## src/sv/range_parity_count_tree_macros.svh

```systemverilog
// assertion macros for the range parity count tree
// no dependencies; define NO_ASSERTIONS to compile the checks away
`ifndef RANGE_PARITY_COUNT_TREE_MACROS_SVH
`define RANGE_PARITY_COUNT_TREE_MACROS_SVH
`ifndef NO_ASSERTIONS
// same-cycle implication under synchronous active-low reset
`define RPCT_ASSERT_IMP(lbl, clk, rst_n, ante, cons) \
    lbl: assert property (@(posedge clk) disable iff (!rst_n) (ante) |-> (cons)) \
        else $error("rpct: same-cycle check failed");
// next-cycle implication under synchronous active-low reset
`define RPCT_ASSERT_NXT(lbl, clk, rst_n, ante, cons) \
    lbl: assert property (@(posedge clk) disable iff (!rst_n) (ante) |=> (cons)) \
        else $error("rpct: next-cycle check failed");
`else
`define RPCT_ASSERT_IMP(lbl, clk, rst_n, ante, cons)
`define RPCT_ASSERT_NXT(lbl, clk, rst_n, ante, cons)
`endif
`endif

```

## src/sv/rpct_pkg.sv

```systemverilog
// shared types and constants for the range parity count tree
// no dependencies
package rpct_pkg;

    localparam int CAPACITY_DEF = 1024;

    localparam int CNT_W = 11;
    localparam int POS_W = 10;
    localparam int VAL_W = 64;
    localparam int OP_W  = 2;

    localparam logic [CNT_W-1:0] CNT_RESET = 11'd1024;

    localparam logic [OP_W-1:0] OP_SET  = 2'd0;
    localparam logic [OP_W-1:0] OP_EVEN = 2'd1;
    localparam logic [OP_W-1:0] OP_ODD  = 2'd2;

    typedef struct packed {
        logic capture;
        logic clr_wr;
        logic upd_leaf;
        logic upd_rd;
        logic upd_sum;
        logic qry_init;
        logic qry_left;
        logic qry_right;
        logic out_load;
    } t_dp_cmd;

    typedef struct packed {
        logic is_set;
        logic is_qry;
        logic set_ok;
        logic qry_ok;
        logic upd_top;
        logic l_lt_r;
        logic clr_last;
        logic out_free;
    } t_dp_sts;

endpackage

```

## src/sv/rpct_ctrl.sv

```systemverilog
// controller state machine: clearing pass, update walk and range sum sequencing
// depends on rpct_pkg and range_parity_count_tree_macros.svh
`include "range_parity_count_tree_macros.svh"

module rpct_ctrl import rpct_pkg::*; (
    input  logic    i_clk,
    input  logic    i_rst_n,
    input  logic    i_valid,
    output logic    o_stall,
    input  t_dp_sts i_sts,
    output t_dp_cmd o_cmd
);

    localparam logic [3:0] ST_CLEAR   = 4'd0;
    localparam logic [3:0] ST_IDLE    = 4'd1;
    localparam logic [3:0] ST_DECODE  = 4'd2;
    localparam logic [3:0] ST_U_LEAF  = 4'd3;
    localparam logic [3:0] ST_U_RD    = 4'd4;
    localparam logic [3:0] ST_U_SUM   = 4'd5;
    localparam logic [3:0] ST_Q_LEFT  = 4'd6;
    localparam logic [3:0] ST_Q_RIGHT = 4'd7;
    localparam logic [3:0] ST_OUT     = 4'd8;

    logic [3:0] r_state, n_state;

    always_comb begin
        n_state = r_state;
        o_cmd   = '0;
        unique case (r_state)
            ST_CLEAR: begin
                o_cmd.clr_wr = 1'b1;
                if (i_sts.clr_last) begin
                    n_state = ST_IDLE;
                end
            end
            ST_IDLE: begin
                if (i_valid) begin
                    o_cmd.capture = 1'b1;
                    n_state       = ST_DECODE;
                end
            end
            ST_DECODE: begin
                priority if (i_sts.is_set) begin
                    n_state = i_sts.set_ok ? ST_U_LEAF : ST_IDLE;
                end else if (i_sts.is_qry) begin
                    if (i_sts.qry_ok) begin
                        o_cmd.qry_init = 1'b1;
                        n_state        = ST_Q_LEFT;
                    end else begin
                        n_state = ST_OUT;
                    end
                end else begin
                    n_state = ST_IDLE;
                end
            end
            ST_U_LEAF: begin
                o_cmd.upd_leaf = 1'b1;
                n_state        = ST_U_RD;
            end
            ST_U_RD: begin
                if (i_sts.upd_top) begin
                    n_state = ST_IDLE;
                end else begin
                    o_cmd.upd_rd = 1'b1;
                    n_state      = ST_U_SUM;
                end
            end
            ST_U_SUM: begin
                o_cmd.upd_sum = 1'b1;
                n_state       = ST_U_RD;
            end
            ST_Q_LEFT: begin
                if (i_sts.l_lt_r) begin
                    o_cmd.qry_left = 1'b1;
                    n_state        = ST_Q_RIGHT;
                end else begin
                    n_state = ST_OUT;
                end
            end
            ST_Q_RIGHT: begin
                o_cmd.qry_right = 1'b1;
                n_state         = ST_Q_LEFT;
            end
            ST_OUT: begin
                if (i_sts.out_free) begin
                    o_cmd.out_load = 1'b1;
                    n_state        = ST_IDLE;
                end
            end
            default: begin
                n_state = ST_CLEAR;
            end
        endcase
    end

    always_ff @(posedge i_clk) begin
        if (!i_rst_n) begin
            r_state <= ST_CLEAR;
        end else begin
            r_state <= n_state;
        end
    end

    assign o_stall = (r_state != ST_IDLE);

    `RPCT_ASSERT_IMP(a_load_when_free, i_clk, i_rst_n, o_cmd.out_load, i_sts.out_free)
    `RPCT_ASSERT_IMP(a_left_in_range, i_clk, i_rst_n, o_cmd.qry_left, i_sts.l_lt_r)
    `RPCT_ASSERT_IMP(a_sum_below_root, i_clk, i_rst_n, o_cmd.upd_sum, !i_sts.upd_top)
    `RPCT_ASSERT_NXT(a_busy_after_beat, i_clk, i_rst_n, o_cmd.capture, o_stall)

endmodule

```

## config.mk

```make
export PLATFORM = sky130hd
export DESIGN_NAME = rpct_ctrl
export DESIGN_NICKNAME = d
export VERILOG_FILES = /design/src/sv/rpct_pkg.sv /design/src/sv/rpct_ctrl.sv
export VERILOG_INCLUDE_DIRS = /design/src /design/src/sv
export SDC_FILE = /design/constraint.sdc
export NUM_CORES = 1
export LEC_CHECK = 0
export ABC_CLOCK_PERIOD_IN_PS = 1540
export BUFFER_PORTS_ARGS = -buffer_cell sky130_fd_sc_hd__buf_2
export CORE_AREA = 2 2 39 41
export CTS_CLUSTER_SIZE = 28
export DETAILED_ROUTE_END_ITERATION = 12
export DIE_AREA = 0 0 41 43
export GPL_ROUTABILITY_DRIVEN = 0
export PLACE_DENSITY_LB_ADDON = 0.2
export SKIP_CTS_REPAIR_TIMING = 1
export SLEW_MARGIN = 20
export SYNTH_ARGS = -nofsm -noshare
export SYNTH_HDL_FRONTEND = slang
export SYNTH_SLANG_ARGS = --single-unit
```

## constraint.sdc

```tcl
create_clock -name i_clk -period 1.54 [get_ports i_clk]
set_input_delay 0.077 -clock i_clk [delete_from_list [all_inputs] [get_ports i_clk]]
set_output_delay 0.077 -clock i_clk [all_outputs]
set_load 0.01 [all_outputs]
```

==> results.toml <==
[cts]
clk_pin_slew_worst_paths_ps = 40
clockBufferDepth = 2
clk_latency_ps = 230
cts_root_buffer = "clkbuf_4"
cts_buffers = 3
cts_tree = "yes"
cts_num_sinks = 4
h-tree-depth = 1

[critical_path]
reg2regPathDepth = 4
cp_num_buf_inv = 1
critPathRequiredTime_ps = 1460
crit_slowest_cell = "or4b_1"
arrival_ps = 1370
crit_start = "r_state[3]"
cp-end-kind = "primary output"
cpPeakStageDelay_ps = 550
r2r_slack_ps = 140
critPathTopFamily = "simple AND/OR/NAND/NOR gates"
cp_max_fo = 2
worstPathCellList = "or4b_1, nor3_2, buf_2"
critPathLaunchType = "register"
path_class = "reg -> out"
worstSetupPathDepth = 3
r2r-start = "r_state[3]"

[synthesis]
synth_seq_cells = 4
synth_fp_nets = 66
avgSynthCellArea_um2 = 6.893
syn-cell-area_um2 = 379.1
synth_top_area_share_pct = 21.12
synth_cell_types = 30
synth-edff-count = 0
synth_ff_type = "dfxtp_1"
async_flop_share_pct = 0
synth_seq_area_share_pct = 21.12
yosysWarnings = 0
syn-instance-count = 55
synth_largest_area_cell = "dfxtp_1"
synth_area_leaders = "dfxtp_1 21%, nor2_1 5.9%, a21oi_1 5.3%, nand2_1 5.0%, nand2b_1 5.0%"

[worst_hold_path]
min_from = "i_rst_n"
min_path_type = "in -> reg"
hold_path_depth = 2

[global_route]
first_global_vias = 425
antenna_found_initial = 0
grt_usage_pct = 15.06
grt_pass1_wl_mm = 1.773
grt_overflow = 0
grt_start_max_net_pins = 14

[power]
ir_drop_mv = 0.2517
p_per_area_nw_per_um2 = 674.2
p_total_uw = 361.0
p_leak_nw = 0.2560

[sta]
fin_skew_ps = 0.6959
relSlewSlack_pct = 80.92
hold_viol_final = 0
setup_tns_ps = 0
slew_viol_final = 0
fin_ws_ps = 88.45
holdWs_ps = 130.4
tightest_slew_ps = 282.2
timing.fmax_mhz = 688.9
rsz0062_at_grt = "no"
setup_viol = 0
fin_crit_ps = 1452
timing.final.crit_share_pct = 94.26

[floorplanning]
rows = 14
coreArea_um2 = 1384
die_h_um = 43
die_area_um2 = 1763
io_pins = 21
die_w_um = 41
start_util_pct = 27.40

[routing]
met1_length_um = 508
viasPerCell = 4.968
drc = 0
maxUsedRoutingLayer = "met3"
dr.first_iter.drc_count = 9
routed_wl_mm = 1.108
post_drt_wl_per_cell_um = 11.79
wl_met2_um = 542
num_vias = 467
ant_nets = 0
drt-pass1-iter-count = 4
wl_met3_um = 57

[layout]
largest_reg_flops = 4
drive_above_1_share_pct = 38.46
top_register = "r_state"
design_area_um2 = 535.5
areaGrowthSynthToFinish_pct = 41.25
reg.largest.list = "r_state x4"
n_antenna_cell = 0
final_nets = 91

[job]
drv_cap = 0

[placement]
dpl-instance-area_um2 = 513.0
dp_slack_ps = 128.5
portBuffers = 20
dpl.hpwl_um = 826.3

[outcome]
outcome = "completed"
## synth_stat cells, types with 2 or more instances
cell	n
inv_1	3
dfxtp_1	4
nor4_1	2
nor3b_1	2
clkbuf_1	3
nor3_1	2
nor2_1	6
o21ai_0	2
nand2b_1	3
a21oi_1	4
nand2_1	5
## path summary, 6_finish.rpt
path | to
min reg2reg | r_state[3]
min | r_state[2]
max | o_cmd[3]
max reg2reg | r_state[1]
## cells in the final DEF, fill, tap and decap left out, drive strengths merged
master  netlist  final
o21bai        1      1
buf           1     24
nor3b         2      2
a211oi        1      1
inv           3      3
and3b         1      1
mux2i         1      1
nand3b        1      1
a21oi         4      4
a211o         1      1
a31o          1      1
or3           1      1
and3          1      1
nor2          6      6
nand3         1      1
nor4b         1      1
dfxtp         4      4
o21a          1      1
o221a         1      1
or4b          1      1
nand2b        3      3
nor3          3      3
nand2         5      5
nor2b         1      1
clkbuf        3      3
nor4          2      2
nand4         1      1
o21ai         2      2
a21boi        1      1
## power by group
group	internal, mW	switching [mW]	leakage [nW]	total [mW]
sequential	0.111	0.00320	0.0326	0.114
combinational	0.0525	0.0662	0.210	0.119
clock	0.0871	0.0415	0.0138	0.129
total	0.250	0.111	0.256	0.361
## area by class of cell
cell class	instances	area, um^2
Inverter	3	11.26
Sequential cell	4	80.08
Tap cell	16	20.02
Fill cell	153	848.3
Multi-Input combinational cell	44	271.5
Timing Repair Buffer	24	130.1
Clock buffer	3	22.52
## metal layers
layer	GRT usage, %	up-vias
met5	0	-
met4	4.000	0
met3	6.283	0
met2	21.56	14
met1	20.26	206
li1	-	247
## worst register-to-register path, delay by kind of cell (launching register included)
family           cells  cell delay [ps]
AND/OR/NAND/NOR      2              690
AO/OA/AOI/OAI        2              360
flip-flops           1              300
## stage by stage
stage          utilization (%)  std cells
6_report                 38.70         94
4_1_cts                  38.70         94
3_5_place_dp             37.07         91
5_1_grt                  38.70         94
3_3_place_gp             37.07         91
2_1_floorplan                -         55
## cell families (layout without fill, tap and decap cells)
group / count (synthesis) / after routing / share of synthesized area [%]
AOI/OAI and AO/OA: 13 / 13 / 23.44
buffers and inverters: 7 / 30 / 7.259
and+or+nand+nor: 30 / 30 / 45.55
muxes: 1 / 1 / 2.640
DFF: 4 / 4 / 21.12
Power figures use the tool's default switching activity.
